File: src/rtl/sprite_frame_sequencer_assert.svh
// assertion macros for the sprite frame sequencer
`ifndef SPRITE_FRAME_SEQUENCER_ASSERT_SVH
`define SPRITE_FRAME_SEQUENCER_ASSERT_SVH

`ifndef SYNTHESIS
// same-cycle implication, checked out of reset
`define SFS_ASSERT_NOW(label, clk, rst_n, ante, cons) \
    label: assert property (@(posedge clk) disable iff (!rst_n) (ante) |-> (cons)) \
        else $error("sprite_frame_sequencer: check failed");
// next-cycle implication, checked out of reset
`define SFS_ASSERT_NEXT(label, clk, rst_n, ante, cons) \
    label: assert property (@(posedge clk) disable iff (!rst_n) (ante) |=> (cons)) \
        else $error("sprite_frame_sequencer: check failed");
`else
`define SFS_ASSERT_NOW(label, clk, rst_n, ante, cons)
`define SFS_ASSERT_NEXT(label, clk, rst_n, ante, cons)
`endif

`endif

File: src/rtl/sfs_pkg.sv
package sfs_pkg;

    localparam int MAX_FRAMES = 16;
    localparam int TIME_BITS  = 16;

    localparam int FRAME_W = 4;    // frame and table entry index
    localparam int COUNT_W = 5;    // frame_count, timed_entries
    localparam int TICKS_W = 16;   // duration values
    localparam int COORD_W = 12;   // sheet coordinates and frame step
    localparam int RECT_W  = 16;   // saturated rect_x
    localparam int CMD_W   = 3;
    localparam int CFG_IDX_W = 3;
    localparam int CFG_DATA_W = 16;

    localparam logic [TICKS_W-1:0] RESET_FRAME_TICKS = 16'd100;
    localparam logic [TIME_BITS-1:0] TIME_MAX = {TIME_BITS{1'b1}};
    localparam logic [COUNT_W-1:0] FRAMES_LIMIT = COUNT_W'(MAX_FRAMES);

    typedef enum logic [CMD_W-1:0] {
        CMD_TICK    = 3'd0,
        CMD_PLAY    = 3'd1,
        CMD_PAUSE   = 3'd2,
        CMD_STOP    = 3'd3,
        CMD_RESTART = 3'd4,
        CMD_SHOW    = 3'd5,
        CMD_HIDE    = 3'd6,
        CMD_WRITE   = 3'd7
    } t_cmd;

    typedef enum logic [CFG_IDX_W-1:0] {
        CFG_DEFAULT_TICKS = 3'd0,
        CFG_LOOP_ENABLE   = 3'd1,
        CFG_FRAME_COUNT   = 3'd2,
        CFG_TIMED_ENTRIES = 3'd3,
        CFG_FRAME_WIDTH   = 3'd4,
        CFG_START_X       = 3'd5,
        CFG_START_Y       = 3'd6
    } t_cfg_reg;

    typedef struct packed {
        logic [FRAME_W-1:0] frame_index;
        logic [RECT_W-1:0]  rect_x;
        logic [COORD_W-1:0] rect_y;
        logic               is_playing;
        logic               is_finished;
        logic               is_visible;
        logic               advanced;
        logic               rejected;
    } t_result;

endpackage

File: src/rtl/sprite_frame_sequencer.sv
// channel   | direction | handshake                   | payload
// ----------+-----------+-----------------------------+------------------------------------
// command   | in        | i_in_valid / o_in_stall     | i_cmd, i_entry_index, i_entry_ticks
// result    | out       | o_out_valid / i_out_stall   | o_frame_index .. o_rejected
// config    | in        | i_cfg_valid / o_cfg_ready   | i_cfg_index, i_cfg_data
//
// one item per cycle while o_in_stall is low; its result is registered in the output register on acceptance
// the duration table is read ahead at the next frame into a register, with write forwarding
// o_in_stall is high only while a held result is stalled by i_out_stall
// synchronous active-low reset clears flags, counters, configuration registers (default ticks to 100) and output valid;
// the duration table, its read register and the output data register are not cleared
`include "sprite_frame_sequencer_assert.svh"

module sprite_frame_sequencer (
    input  logic                            i_clk,
    input  logic                            i_rst_n,
    input  logic                            i_in_valid,
    output logic                            o_in_stall,
    input  logic [sfs_pkg::CMD_W-1:0]       i_cmd,
    input  logic [sfs_pkg::FRAME_W-1:0]     i_entry_index,
    input  logic [sfs_pkg::TICKS_W-1:0]     i_entry_ticks,
    output logic                            o_out_valid,
    input  logic                            i_out_stall,
    output logic [sfs_pkg::FRAME_W-1:0]     o_frame_index,
    output logic [sfs_pkg::RECT_W-1:0]      o_rect_x,
    output logic [sfs_pkg::COORD_W-1:0]     o_rect_y,
    output logic                            o_is_playing,
    output logic                            o_is_finished,
    output logic                            o_is_visible,
    output logic                            o_advanced,
    output logic                            o_rejected,
    input  logic                            i_cfg_valid,
    output logic                            o_cfg_ready,
    input  logic [sfs_pkg::CFG_IDX_W-1:0]   i_cfg_index,
    input  logic [sfs_pkg::CFG_DATA_W-1:0]  i_cfg_data
);

    localparam int CMP_W = (sfs_pkg::TIME_BITS > sfs_pkg::TICKS_W) ?
                           sfs_pkg::TIME_BITS : sfs_pkg::TICKS_W;
    localparam int PROD_W = sfs_pkg::FRAME_W + sfs_pkg::COORD_W;
    localparam int SUM_W  = PROD_W + 1;

    // configuration registers
    logic [sfs_pkg::TICKS_W-1:0] r_default_ticks, n_default_ticks;
    logic                        r_loop_enable, n_loop_enable;
    logic [sfs_pkg::COUNT_W-1:0] r_frame_count, n_frame_count;
    logic [sfs_pkg::COUNT_W-1:0] r_timed_entries, n_timed_entries;
    logic [sfs_pkg::COORD_W-1:0] r_frame_width, n_frame_width;
    logic [sfs_pkg::COORD_W-1:0] r_start_x, n_start_x;
    logic [sfs_pkg::COORD_W-1:0] r_start_y, n_start_y;

    // sequencer state
    logic                          r_playing, n_playing;
    logic                          r_finished, n_finished;
    logic                          r_hidden, n_hidden;
    logic [sfs_pkg::FRAME_W-1:0]   r_frame, n_frame;
    logic [sfs_pkg::TIME_BITS-1:0] r_elapsed, n_elapsed;

    // duration table and its registered read port
    logic [sfs_pkg::TICKS_W-1:0] r_dur_mem [sfs_pkg::MAX_FRAMES];
    logic [sfs_pkg::TICKS_W-1:0] r_dur_q;

    sfs_pkg::t_result r_out, n_out;
    logic             r_out_valid, n_out_valid;

    logic                          in_accept;
    logic                          cfg_write;
    logic                          tbl_write;
    sfs_pkg::t_cmd                 cmd;
    logic [sfs_pkg::COUNT_W-1:0]   frames;
    logic [sfs_pkg::COUNT_W-1:0]   timed_lim;
    logic [sfs_pkg::TICKS_W-1:0]   cur_dur;
    logic [sfs_pkg::TIME_BITS-1:0] elapsed_inc;
    logic                          due;
    logic [sfs_pkg::COUNT_W-1:0]   step_frame;
    logic                          advanced;
    logic                          rejected;
    logic [PROD_W-1:0]             rect_prod;
    logic [SUM_W-1:0]              rect_sum;

    assign o_in_stall  = r_out_valid & i_out_stall;
    assign in_accept   = i_in_valid & ~o_in_stall;
    assign o_cfg_ready = 1'b1;
    assign cfg_write   = i_cfg_valid;
    assign cmd         = sfs_pkg::t_cmd'(i_cmd);
    assign tbl_write   = in_accept && (cmd == sfs_pkg::CMD_WRITE) &&
                         ({1'b0, i_entry_index} < sfs_pkg::FRAMES_LIMIT);

    assign frames    = (r_frame_count > sfs_pkg::FRAMES_LIMIT) ?
                       sfs_pkg::FRAMES_LIMIT : r_frame_count;
    assign timed_lim = (r_timed_entries > sfs_pkg::FRAMES_LIMIT) ?
                       sfs_pkg::FRAMES_LIMIT : r_timed_entries;
    assign cur_dur   = ({1'b0, r_frame} < timed_lim) ? r_dur_q : r_default_ticks;
    assign elapsed_inc = (r_elapsed < sfs_pkg::TIME_MAX) ?
                         r_elapsed + sfs_pkg::TIME_BITS'(1) : r_elapsed;
    assign due = r_playing & ~r_finished & ~r_hidden &
                 (CMP_W'(elapsed_inc) >= CMP_W'(cur_dur));
    assign step_frame = {1'b0, r_frame} + sfs_pkg::COUNT_W'(1);

    // configuration writes
    always_comb begin
        n_default_ticks = r_default_ticks;
        n_loop_enable   = r_loop_enable;
        n_frame_count   = r_frame_count;
        n_timed_entries = r_timed_entries;
        n_frame_width   = r_frame_width;
        n_start_x       = r_start_x;
        n_start_y       = r_start_y;
        if (cfg_write) begin
            case (sfs_pkg::t_cfg_reg'(i_cfg_index))
                sfs_pkg::CFG_DEFAULT_TICKS: begin
                    n_default_ticks = (i_cfg_data == '0) ? sfs_pkg::RESET_FRAME_TICKS
                                                         : i_cfg_data;
                end
                sfs_pkg::CFG_LOOP_ENABLE:   n_loop_enable   = i_cfg_data[0];
                sfs_pkg::CFG_FRAME_COUNT:   n_frame_count   = i_cfg_data[sfs_pkg::COUNT_W-1:0];
                sfs_pkg::CFG_TIMED_ENTRIES: n_timed_entries = i_cfg_data[sfs_pkg::COUNT_W-1:0];
                sfs_pkg::CFG_FRAME_WIDTH:   n_frame_width   = i_cfg_data[sfs_pkg::COORD_W-1:0];
                sfs_pkg::CFG_START_X:       n_start_x       = i_cfg_data[sfs_pkg::COORD_W-1:0];
                sfs_pkg::CFG_START_Y:       n_start_y       = i_cfg_data[sfs_pkg::COORD_W-1:0];
                default: ;
            endcase
        end
    end

    // command execution
    always_comb begin
        n_playing  = r_playing;
        n_finished = r_finished;
        n_hidden   = r_hidden;
        n_frame    = r_frame;
        n_elapsed  = r_elapsed;
        advanced   = 1'b0;
        rejected   = 1'b0;
        if (in_accept) begin
            case (cmd)
                sfs_pkg::CMD_TICK: begin
                    n_elapsed = elapsed_inc;
                    if (due) begin
                        n_elapsed = '0;
                        if (frames != '0) begin
                            if (step_frame >= frames) begin
                                if (r_loop_enable) begin
                                    n_frame  = '0;
                                    advanced = 1'b1;
                                end else begin
                                    // one-shot end: hold on the last frame
                                    n_frame    = sfs_pkg::FRAME_W'(frames - sfs_pkg::COUNT_W'(1));
                                    n_playing  = 1'b0;
                                    n_finished = 1'b1;
                                end
                            end else begin
                                n_frame  = step_frame[sfs_pkg::FRAME_W-1:0];
                                advanced = 1'b1;
                            end
                        end
                    end
                end
                sfs_pkg::CMD_PLAY: begin
                    if (frames == '0) begin
                        rejected = 1'b1;
                    end else begin
                        n_playing  = 1'b1;
                        n_finished = 1'b0;
                        n_elapsed  = '0;
                    end
                end
                sfs_pkg::CMD_PAUSE: n_playing = 1'b0;
                sfs_pkg::CMD_STOP: begin
                    n_playing  = 1'b0;
                    n_finished = 1'b1;
                    n_frame    = '0;
                end
                sfs_pkg::CMD_RESTART: begin
                    n_frame    = '0;
                    n_finished = 1'b0;
                    n_elapsed  = '0;
                end
                sfs_pkg::CMD_SHOW: n_hidden = 1'b0;
                sfs_pkg::CMD_HIDE: n_hidden = 1'b1;
                default: ;
            endcase
        end
        // assigning frames restarts the animation position
        if (cfg_write && (sfs_pkg::t_cfg_reg'(i_cfg_index) == sfs_pkg::CFG_FRAME_COUNT)) begin
            n_frame    = '0;
            n_finished = 1'b0;
        end
    end

    // result formation
    assign rect_prod = PROD_W'(n_frame) * PROD_W'(r_frame_width);
    assign rect_sum  = SUM_W'(rect_prod) + SUM_W'(r_start_x);

    always_comb begin
        n_out.frame_index = n_frame;
        n_out.rect_x      = (rect_sum > SUM_W'({sfs_pkg::RECT_W{1'b1}})) ?
                            {sfs_pkg::RECT_W{1'b1}} : sfs_pkg::RECT_W'(rect_sum);
        n_out.rect_y      = r_start_y;
        n_out.is_playing  = n_playing;
        n_out.is_finished = n_finished;
        n_out.is_visible  = ~n_hidden & (frames != '0);
        n_out.advanced    = advanced;
        n_out.rejected    = rejected;
        n_out_valid       = in_accept | (r_out_valid & i_out_stall);
    end

    always_ff @(posedge i_clk) begin
        if (!i_rst_n) begin
            r_default_ticks <= sfs_pkg::RESET_FRAME_TICKS;
            r_loop_enable   <= 1'b0;
            r_frame_count   <= '0;
            r_timed_entries <= '0;
            r_frame_width   <= '0;
            r_start_x       <= '0;
            r_start_y       <= '0;
            r_playing       <= 1'b0;
            r_finished      <= 1'b0;
            r_hidden        <= 1'b0;
            r_frame         <= '0;
            r_elapsed       <= '0;
            r_out_valid     <= 1'b0;
        end else begin
            r_default_ticks <= n_default_ticks;
            r_loop_enable   <= n_loop_enable;
            r_frame_count   <= n_frame_count;
            r_timed_entries <= n_timed_entries;
            r_frame_width   <= n_frame_width;
            r_start_x       <= n_start_x;
            r_start_y       <= n_start_y;
            r_playing       <= n_playing;
            r_finished      <= n_finished;
            r_hidden        <= n_hidden;
            r_frame         <= n_frame;
            r_elapsed       <= n_elapsed;
            r_out_valid     <= n_out_valid;
        end
    end

    always_ff @(posedge i_clk) begin
        if (in_accept) begin
            r_out <= n_out;
        end
    end

    // table is read at the frame the next item will see
    always_ff @(posedge i_clk) begin
        if (tbl_write) begin
            r_dur_mem[i_entry_index] <= i_entry_ticks;
        end
        if (tbl_write && (i_entry_index == n_frame)) begin
            r_dur_q <= i_entry_ticks;
        end else begin
            r_dur_q <= r_dur_mem[n_frame];
        end
    end

    assign o_out_valid   = r_out_valid;
    assign o_frame_index = r_out.frame_index;
    assign o_rect_x      = r_out.rect_x;
    assign o_rect_y      = r_out.rect_y;
    assign o_is_playing  = r_out.is_playing;
    assign o_is_finished = r_out.is_finished;
    assign o_is_visible  = r_out.is_visible;
    assign o_advanced    = r_out.advanced;
    assign o_rejected    = r_out.rejected;

    `SFS_ASSERT_NOW(a_play_fin_excl, i_clk, i_rst_n, r_out_valid, !(r_out.is_playing && r_out.is_finished))
    `SFS_ASSERT_NOW(a_adv_while_play, i_clk, i_rst_n, r_out_valid && r_out.advanced, r_out.is_playing)
    `SFS_ASSERT_NEXT(a_accept_to_out, i_clk, i_rst_n, in_accept, r_out_valid)

endmodule
File: config.mk
export PLATFORM = sky130hd
export DESIGN_NAME = sprite_frame_sequencer
export DESIGN_NICKNAME = d
export VERILOG_FILES = /design/src/rtl/sfs_pkg.sv /design/src/rtl/sprite_frame_sequencer.sv
export VERILOG_INCLUDE_DIRS = /design/src /design/src/rtl
export SDC_FILE = /design/constraint.sdc
export NUM_CORES = 1
export LEC_CHECK = 0
export ABC_AREA = 1
export ABC_CLOCK_PERIOD_IN_PS = 12600
export BUFFER_PORTS_ARGS = -buffer_cell sky130_fd_sc_hd__buf_2
export CELL_PAD_IN_SITES_DETAIL_PLACEMENT = 0
export CELL_PAD_IN_SITES_GLOBAL_PLACEMENT = 1
export CORE_ASPECT_RATIO = 0.6
export CORE_MARGIN = 4
export CORE_UTILIZATION = 49
export CTS_CLUSTER_DIAMETER = 100
export DETAILED_ROUTE_END_ITERATION = 6
export PLACE_DENSITY_LB_ADDON = 0.12
export REMOVE_ABC_BUFFERS = 1
export SETUP_SLACK_MARGIN = 0.15
export SLEW_MARGIN = 25
export SYNTH_ARGS = -nofsm -noshare
export SYNTH_HDL_FRONTEND = slang
export SYNTH_SLANG_ARGS = --single-unit
File: constraint.sdc
create_clock -name i_clk -period 12.6 [get_ports i_clk]
set_input_delay 1.89 -clock i_clk [delete_from_list [all_inputs] [get_ports i_clk]]
set_output_delay 1.89 -clock i_clk [all_outputs]
set_load 0.05 [all_outputs]
# Word-level counts from Yosys, hierarchy flattened

Memories as Yosys holds them, arrays and structs flattened. A register that Yosys moved wholly into a read port is not among the register bits.
Index checks and enable logic that the tools add are counted.

Input bits: 47
Register bits: 124
Memories kept: 1
RAM bits: 256
Output and inout bits: 40
Logic and storage cells: 115

Bitwise gates (word level): 11
Multipliers: 1
Reductions and logical operators: 19
$lt $le $gt $ge: 7
Mux-type cells: 37
$add $sub $neg: 4
Equal/unequal tests: 14

Memories:

| memory    | words | bits a word | rd ports | clocked after memory_dff | write ports | line                         | RTL |
|---|---|---|---|---|---|---|---|
| r_dur_mem | 16    | 16          | 1        | 1                        | 1           | sprite_frame_sequencer.sv:60 | `logic [sfs_pkg::TICKS_W-1:0] r_dur_mem [sfs_pkg::MAX_FRAMES];` |

Operator list:

| operator                                                                | number |
|---|---|
| 16-bit two-way mux                                                      | 5 |
| 16-bit one-hot mux with 3 select lines                                  | 1 |
| 4-bit two-way mux                                                       | 6 |
| 3-bit == test (second input constant)                                   | 7 |
| 1-bit two-way mux                                                       | 19 |
| 16-bit by 12-bit adder with 17-bit output                               | 1 |
| 17-bit by 16-bit > comparator with 1-bit output (second input constant) | 1 |
| 16-bit by 1-bit adder with 16-bit output (second input constant)        | 1 |
| 16-bit greater-or-equal comparator                                      | 1 |
| 16-bit logical NOT                                                      | 1 |
| 16-bit less-than comparator (second input constant)                     | 1 |
| 4-bit by 12-bit multiplier with 16-bit output                           | 1 |
| 2-bit AND reduction                                                     | 7 |
| 3-bit by 2-bit == test with 1-bit output (second input constant)        | 4 |
| 5-bit > comparator (second input constant)                              | 2 |
| 5-bit two-way mux                                                       | 2 |
| 4-bit one-hot mux with 2 select lines                                   | 1 |
| 1-bit AND                                                               | 6 |
| 3-bit by 1-bit == test with 1-bit output (second input constant)        | 2 |
| 3-bit logical NOT                                                       | 2 |
| 3-bit AND reduction                                                     | 2 |
| 4-bit by 1-bit adder with 5-bit output (second input constant)          | 1 |
| 5-bit greater-or-equal comparator                                       | 1 |
| 5-bit logical NOT                                                       | 1 |
| 12 further kinds                                                        | 17 |

# Longest topological paths before layout

Gate-level depths: netlist of run 1.

Depth in word-level cells: 13
Depth in mapped cells: 45
Mapped depth without buffers: 43

# Worst setup path after synthesis of run 1

OpenSTA, ideal clock, no wires.

Path kind: input to register
Start: in i_out_stall
End: reg r_out, in the netlist o_rect_x[11], data pin
Cell stages on the path: 25
Buffers on the path: 1
Data arrival time: 6.760 ns
Setup slack: 5.582 ns
Required time: 12.342 ns
Setup time: 0.258 ns
Cells stage by stage: nand2_1 -> inv_1 -> nor2_4 -> inv_1 -> nor2_4 -> nand2_1 -> nand2_1 -> nand2_1 -> nand2_1 -> nand2_1 -> buf_6 -> nor2_2 -> fa_1 -> fa_1 -> inv_1 -> fa_1 -> inv_1 -> ha_1 -> a21oi_1 -> nand2_1 -> a21oi_1 -> o21ai_0 -> a21oi_1 -> xor2_1 -> nand2_1

Longest elaborated chain between the ends: 8

Ends and longest elaborated chain:

| item                                              | line                          | RTL |
|---|---|---|
| start: declaration                                | sprite_frame_sequencer.sv:23  | `input logic i_out_stall,` |
| 1-bit AND (*)                                     | sprite_frame_sequencer.sv:81  | `assign o_in_stall = r_out_valid & i_out_stall;` |
| named net o_in_stall                              | sprite_frame_sequencer.sv:18  | `output logic o_in_stall,` |
| 1-bit NOT (*)                                     | sprite_frame_sequencer.sv:82  | `assign in_accept = i_in_valid & ~o_in_stall;` |
| 1-bit AND (*)                                     | sprite_frame_sequencer.sv:82  |  |
| named net in_accept                               | sprite_frame_sequencer.sv:66  | `logic in_accept;` |
| 4-bit two-way mux (*)                             | sprite_frame_sequencer.sv:135 | `if (in_accept) begin` |
| 4-bit two-way mux (*)                             | sprite_frame_sequencer.sv:185 | `if (cfg_write && (sfs_pkg::t_cfg_reg'(i_cfg_index) == sfs_pkg::CFG_FRAME_COUNT)) begin` |
| 4-bit by 12-bit multiplier with 16-bit output (*) | sprite_frame_sequencer.sv:192 | `assign rect_prod = PROD_W'(n_frame) * PROD_W'(r_frame_width);` |
| 16-bit by 12-bit adder with 17-bit output (*)     | sprite_frame_sequencer.sv:193 | `assign rect_sum = SUM_W'(rect_prod) + SUM_W'(r_start_x);` |
| 17-bit by 16-bit > comparator with 1-bit output   | sprite_frame_sequencer.sv:197 | `n_out.rect_x = (rect_sum > SUM_W'({sfs_pkg::RECT_W{1'b1}})) ?` |
| end signal: assignment                            | sprite_frame_sequencer.sv:242 | `r_out <= n_out;` |
| end: declaration                                  | sprite_frame_sequencer.sv:63  | `sfs_pkg::t_result r_out, n_out;` |

Mark *: on every way through the listed nets, which the timed path passes. The rest lies on a longest branch.
A chain may end at the register's enable or synchronous reset.

==> results.md, run 1 <==
- Ys async rst share: 0
- Seq pwr share: 0.525
- Core ar.: 35400 um2
- Final Setup Violations: 0
- Hold Crit Class: register to register
- Total Routing Usage GR: 0.238
- Cts bufs inserted: 37
- Max Slew Vio Count: 0
- RSZ-0062 raised after global routing: no
- Post-DRT Antenna Nets: 0
- Worst-margin pin slew: 0.821 ns
- Clock Latency Late Sink: 0.56 ns
- Final Net Count: 1908
- Finished Layout Cells: 2270
- Routed length per instance: 20.8 um
- Final hold vios: 0
- Gr ovfl total: 0
- Worst Skew: 0.0290 ns
- Crit path kind: register to register
- GP Congestion: 0.903
- Vias per inst: 5.62
- Synth Warn #: 0
- Largest net degree at the start of global routing: 102
- CTS max path bufs: 3
- Initial DRC count: 1376
- Worst-path fanout max: 74
- Chip Width: 254 um
- Most frequent cells in the layout: edfxtp_1, nor2_1, nand2_1, o21ai_0, inv_1
- CP required: 12.90 ns
- VDD IR-drop max: 0.100 mV
- Tcrit/Tclk final: 0.656
- H-Tree Depth: 2
- # fillers: 3082
- Worst R2R Setup Slack: 4.33 ns
- Min Tclk post-route: 8.27 ns
- Critical Path End Type: register
- Min-delay src: r_start_y[7]
- Initial antenna violation count: 0
- First-pass detailed-route iteration total: 5
- Port bufs: 85
- CP peak stage delay: 0.65 ns
- Critical path's top delay family: adder cells
- Max-cap violations: 0
- Max frequency: 0.121 GHz
- Commonest non-fill, non-tap cell in the layout: edfxtp_1
- Area delta synth->final: 11.9%
- Antenna diode count: 0
- Post-DP HPWL: 29800 um
- Die Y-Extent: 156 um
- Post-synth EDFFs: 293
- Static Leak: 7.73 nW
- CTS sink cnt: 384
- Vias in the first global route: 11700
- Synth Flop Type: edfxtp_1
- Hold Path Cell Cnt: 0
- Setup tns final: 0 ns
- Status: completed
- Power per cell area: 132 nW/um2
- Placed Cells: 2204
- IO Pins: 87
- Core Rows: 53
- CTS tree: built
- Initial core utilization: 0.503
- Critical path startpoint category: register
- Clk root buf: clkbuf_16
- Final core occ: 0.563
- DIE AREA: 39600 um2
- Net Sw Frac: 0.229
- Clock transition at path regs: 0.07 ns
- First-pass GRT wire length: 72000 um
- Most used cell, CP: a21oi_1
- Hold_buf cts: 0
- Slowest library cell on the worst path: clkinv_2
- Reg-to-Reg End: o_rect_x[11]
- Int Pwr: 2.03 mW
- Seq/Total Area, Yosys: 0.596
- Sw Pwr: 604 uW
- Vias: 12800
- PostCTS Resize Cnt: 0
- Worst reg-to-reg path cell count: 30
- Post-CTS Setup Inserts: 0
- Critical path arrival: 8.56 ns
- Drc violations: 0
- Cells after Synth: 1700
- Syn Area/Cell: 10.5 um2
- Min-Delay Endpoint: o_rect_y[7]
- Synth cell types: 49
- Combinational share of power: 0.053
- Buf/Inv on CP: 5
- Slew headroom: 0.453
- Layout cell share with drive strength beyond 1: 0.128
- Total power: 2.63 mW
- Routed WL: 47200 um
- Synth Register Bits: 384
- Post-synthesis cell area: 17800 um2
- Clk pwr share: 0.421
[synth_stat cells, types with 8 or more instances]
master	instances	area [um2]
nand4_1	10	62.6
dfxtp_1	91	1820
nor3_1	8	40.0
nand2_1	214	803
nand3_1	43	215
nor2_1	247	927
a21oi_1	124	621
o221ai_1	44	385
clkbuf_1	54	203
buf_2	16	80.1
fa_1	31	621
xor2_1	12	105
ha_1	54	676
edfxtp_1	293	8800
o22ai_1	14	87.6
nand2_2	9	56.3
a32o_1	9	90.1
o21ai_0	185	926
inv_2	8	30.0
nor2_2	12	75.1
xnor2_1	11	96.3
inv_1	148	556
[power by group through the flow]
stage	combinational (mW)	sequential (mW)	clock, mW
global route	0.154	1.38	1.18
global placement	0.139	1.41	0
finish	0.140	1.38	1.11
detailed placement	0.140	1.41	0
CTS	0.140	1.38	1.13
floorplan	0.0561	1.44	0
[final cells by class]
cell class	instances	area, um2	share of cell area
clock inverter	15	153	0.00766
tap	467	584	0.0293
multi-input combinational	1079	6280	0.315
sequential	384	10600	0.533
inverter	160	602	0.0302
timing repair buffer	114	647	0.0325
clock buffer	51	1030	0.0518
[sequential cells by signal (all words and copies together) (netlist names), 4 cells and up, named ones only]
signal / flops
r_dur_mem: 256
o_rect_x: 16
r_default_ticks: 16
r_elapsed: 16
o_rect_y: 12
r_frame_width: 12
r_start_x: 12
r_start_y: 12
r_frame_count: 5
r_timed_entries: 5
o_frame_index: 4
r_frame: 4
[stage by stage]
| stage | setup WS (ns) | area (um2) | hold WS [ns] |
|---|---|---|---|
| floorplan | 2.89 | 17500 | 0.403 |
| global placement | 4.68 | 18700 | 0.408 |
| detailed placement | 4.47 | 18700 | 0.415 |
| CTS | 4.46 | 19900 | 0.427 |
| global route | 3.72 | 19900 | 0.433 |
| finish | 4.33 | 19900 | 0.426 |
[kinds of logic after synthesis]
| group | count (synthesis) | share of synthesized area |
|---|---|---|
| buf+inv | 237 | 0.0534 |
| xor+xnor | 24 | 0.0122 |
| compound gates | 404 | 0.131 |
| simple gates | 565 | 0.134 |
| fa+ha+maj | 85 | 0.0728 |
| flops | 384 | 0.596 |
| other cells | 1 | 0.000211 |
[layer usage]
metal  track usage  vias to the layer above  wire length (um)
met5             0                        -                 0
met3        0.0417                       49              4100
li1              -                     6058                 -
met4        0.0470                        0               719
met2         0.316                      507             18600
met1         0.403                     6151             23800
[worst max-delay path by stage]
stage	endpoint	cells past startpoint
after global placement	o_rect_x[11]	30
after floorplan	o_rect_x[11]	33
after global routing	o_rect_x[11]	36
after CTS	o_rect_x[11]	30
after detailed placement	o_rect_x[11]	30
final	o_rect_x[11]	30
(Power assumes the default switching activity.)
==> inputs of run 2 (changes only) <==
ABC_AREA = 0   (was 1)
ABC_CLOCK_PERIOD_IN_PS = 7400   (was 12600)
CORE_UTILIZATION = 46   (was 49)
clock period = 7.4 ns   (was 12.6 ns; I/O delays follow)
==> run 2 against run 1 <==
  * Routed wire length shrank 4.0%
  * Largest power group unchanged
  * Critical path depth is 7 lower
  * Cell area is 3.5% higher
==> results.md, run 2 <==
- Largest register by flop count: r_dur_mem
- Static Leak: 7.39 nW (-4.4%)
- Syn Area/Cell: 13.5 um2 (+29%)
- Clk root buf: clkbuf_16
- Post-synthesis cell area: 17600 um2 (-1.3%)
- Clock transition at path regs: 0.06 ns (about the same)
- Mux cell area share after synthesis: 0.122 (+0.122)
- DIE AREA: 41500 um2 (+5.0%)
- Max Slew Vio Count: 0 (unchanged)
- Post-DP HPWL: 29900 um (+0.33%)
- Total Routing Usage GR: 0.215 (-0.0231)
- Die Y-Extent: 159 um (+2.4%)
- Synth Flop Type: edfxtp_1
- Most frequent cells in the layout: edfxtp_1, nand2_1, a21oi_1, dfxtp_1, buf_2
- Post-route cell area: 20600 um2 (+3.5%)
- Top cells by count, synth: edfxtp_1, nand2_1, a21oi_1
- Largest net degree at the start of global routing: 72 (-29%)
- Synth cell types: 66 (+35%)
- XOR/XNOR Fraction of Synth Area: 0.00897 (-0.00326)
- Post-DRT Antenna Nets: 0 (unchanged)
- Max-cap violations: 0 (unchanged)
- Worst Hold Slack: 0.432 ns (+0.00639 ns)
- Initial core utilization: 0.466 (-0.0366)
- Final Setup Violations: 0 (unchanged)
- Clock Latency Late Sink: 0.54 ns (-0.02 ns)
- Port bufs: 85 (unchanged)
- Core ar.: 37700 um2 (+6.5%)
- Power per cell area: 221 nW/um2 (+67%)
- Initial DRC count: 1127 (-18%)
- Seq/Total Area, Yosys: 0.604 (+0.00760)
- Slew headroom: 0.392 (-0.0605)
- Vias in the first global route: 10600 (-9.6%)
- Vias per inst: 5.56 (-1.1%)
- Ys async rst share: 0 (unchanged)
- Adder-Cell Fraction of Synth Area: 0.0737 (+0.000927)
- Chip Width: 260 um (+2.5%)
- Largest register FFs: 256 (unchanged)
- Routed length per instance: 22.9 um (+10%)
- Largest family of logic cells by synthesized area: multiplexers
- Tcrit/Tclk final: 0.947 (+0.291)
- Antenna diode count: 0 (unchanged)
- Final Net Count: 1570 (-18%)
- First-pass GRT wire length: 67300 um (-6.4%)
- Compound-Gate Fraction of Synth Area: 0.0640 (-0.0669)
- Synth Register Bits: 384 (unchanged)
- Routed WL: 45300 um (-4.0%)
- Critical path arrival: 7.39 ns (-1.17 ns)
- Status: completed
- CP required: 7.78 ns (-5.12 ns)
- Crit path kind: register to register
- Critical path startpoint category: register
- Setup tns final: 0 ns (unchanged)
- Final hold vios: 0 (unchanged)
- Worst-margin pin slew: 0.909 ns (+0.0875 ns)
- GP Congestion: 0.838 (-7.2%)
- Place WS: 0.0986 ns (-4.37 ns)
- Cts bufs inserted: 38 (+2.7%)
- VDD IR-drop max: 0.125 mV (+24%)
- Vias: 11000 (-14%)
- H-Tree Depth: 2 (unchanged)
- Gr ovfl total: 0 (unchanged)
- Commonest non-fill, non-tap cell in the layout: edfxtp_1
- Hold Crit Class: register to register
- Post-Synth Simple-Gate Area: 0.100 (-0.0339)
- Layout cell share with drive strength beyond 1: 0.248 (+0.121)
- CTS sink cnt: 384 (unchanged)
- Top-count cell post-synth: edfxtp_1
- First-pass detailed-route iteration total: 5 (unchanged)
- Largest area contributor in the netlist: edfxtp_1
- Min Tclk post-route: 7.01 ns (-1.26 ns)
- Placed cell areas: 19000 um2 (+1.3%)
- Cells after Synth: 1305 (-23%)
- Area share of the largest cell type after synthesis: 0.500 (+0.00629)
- Worst Skew: 0.0187 ns (-0.0103 ns)
- Drc violations: 0 (unchanged)
- Synth Warn #: 0 (unchanged)
- Hold_buf cts: 0 (unchanged)
- CTS max path bufs: 3 (unchanged)
- Core Rows: 55 (+3.8%)
- Critical Path End Type: register
- CTS tree: built
- Worst-path fanout max: 7 (-91%)
- Initial antenna violation count: 0 (unchanged)
- IO Pins: 87 (unchanged)
- Top area cells in the synthesized netlist: edfxtp_1, dfxtp_1, mux4_2
- Area delta synth->final: 17.3%
- Max frequency: 0.143 GHz (+18%)
- RSZ-0062 raised after global routing: no
- Setup ws final: 0.390 ns (-3.94 ns)
- Post-synth EDFFs: 293 (unchanged)
-- run 2: worst paths after layout --
kind              slack, ns            to  cells after the start    startpoint
hold / removal         0.43   o_rect_y[5]                      0  r_start_y[5]
setup reg to reg       0.39  o_rect_x[15]                     23      register
hold reg to reg        0.43   o_rect_y[5]                      0  r_start_y[5]
setup / recovery       0.39  o_rect_x[15]                     23      register
-- run 2: logic make-up after synthesis --
| family | after synthesis |
|---|---|
| compound gates | 188 |
| xor+xnor | 18 |
| fa+ha+maj | 85 |
| buf+inv | 124 |
| flops | 384 |
| mux | 112 |
| other cells | 1 |
| simple gates | 393 |
-- run 2: layout make-up --
cell class,count,area (um2)
Clock buffer,47,1040
Clock inverter,22,267
Fill cell,3185,17100
Inverter,67,251
Multi-Input combinational cell,797,6670
Sequential cell,384,10600
Tap cell,513,642
Timing Repair Buffer,150,1130
-- run 2: report_power, final --
| part | internal (mW) | leakage (nW) | total, mW | switching, mW |
|---|---|---|---|---|
| Combinational | 0.0549 | 3.36 | 0.210 | 0.155 |
| Clock | 1.18 | 0.616 | 2.01 | 0.827 |
| Sequential | 2.34 | 3.41 | 2.35 | 0.00982 |
| Total | 3.57 | 7.39 | 4.56 | 0.992 |
-- run 2: routing by layer --
layer | global-route usage | vias up | share of wire
li1 | - | 5102 | -
met3 | 0.0466 | 36 | 0.079
met1 | 0.364 | 5507 | 0.51
met2 | 0.285 | 365 | 0.40
met4 | 0.0322 | 0 | 0.0095
met5 | 0 | - | 0
-- run 2: what timing repair did --
| item | CTS | global route |
|---|---|---|
| buffers inserted | 0 | 7 |
| cloned | 0 | 4 |
| pin swaps | 0 | 20 |
| endpoints found under the setup margin | 14 | 16 |
| resized for setup | 5 | 35 |
-- run 2: per-stage QoR --
step,instances,power [mW],utilization
after floorplan,1248,2.51,-
after global placement,1900,2.60,0.503
after detailed placement,1900,2.60,0.503
after CTS,1969,4.61,0.538
after global routing,1980,4.73,0.547
final,1980,4.56,0.547
-- run 2: critical path, stage by stage (launching register included) --
cell	delay [ns]
dfxtp_4	0.40
buf_12	0.16
mux4_2	0.52
mux4_2	0.48
mux2_2	0.28
ha_1	0.26
nand2b_1	0.15
a2111o_1	0.39
a32o_2	0.31
o21ai_2	0.19
a32oi_1	0.12
buf_4	0.18
or2_2	0.31
fa_1	0.55
fa_1	0.42
fa_1	0.53
inv_1	0.09
ha_4	0.29
o21ai_2	0.07
o211ai_1	0.28
nand4_1	0.18
a311o_1	0.40
and2_1	0.16
mux2i_1	0.13
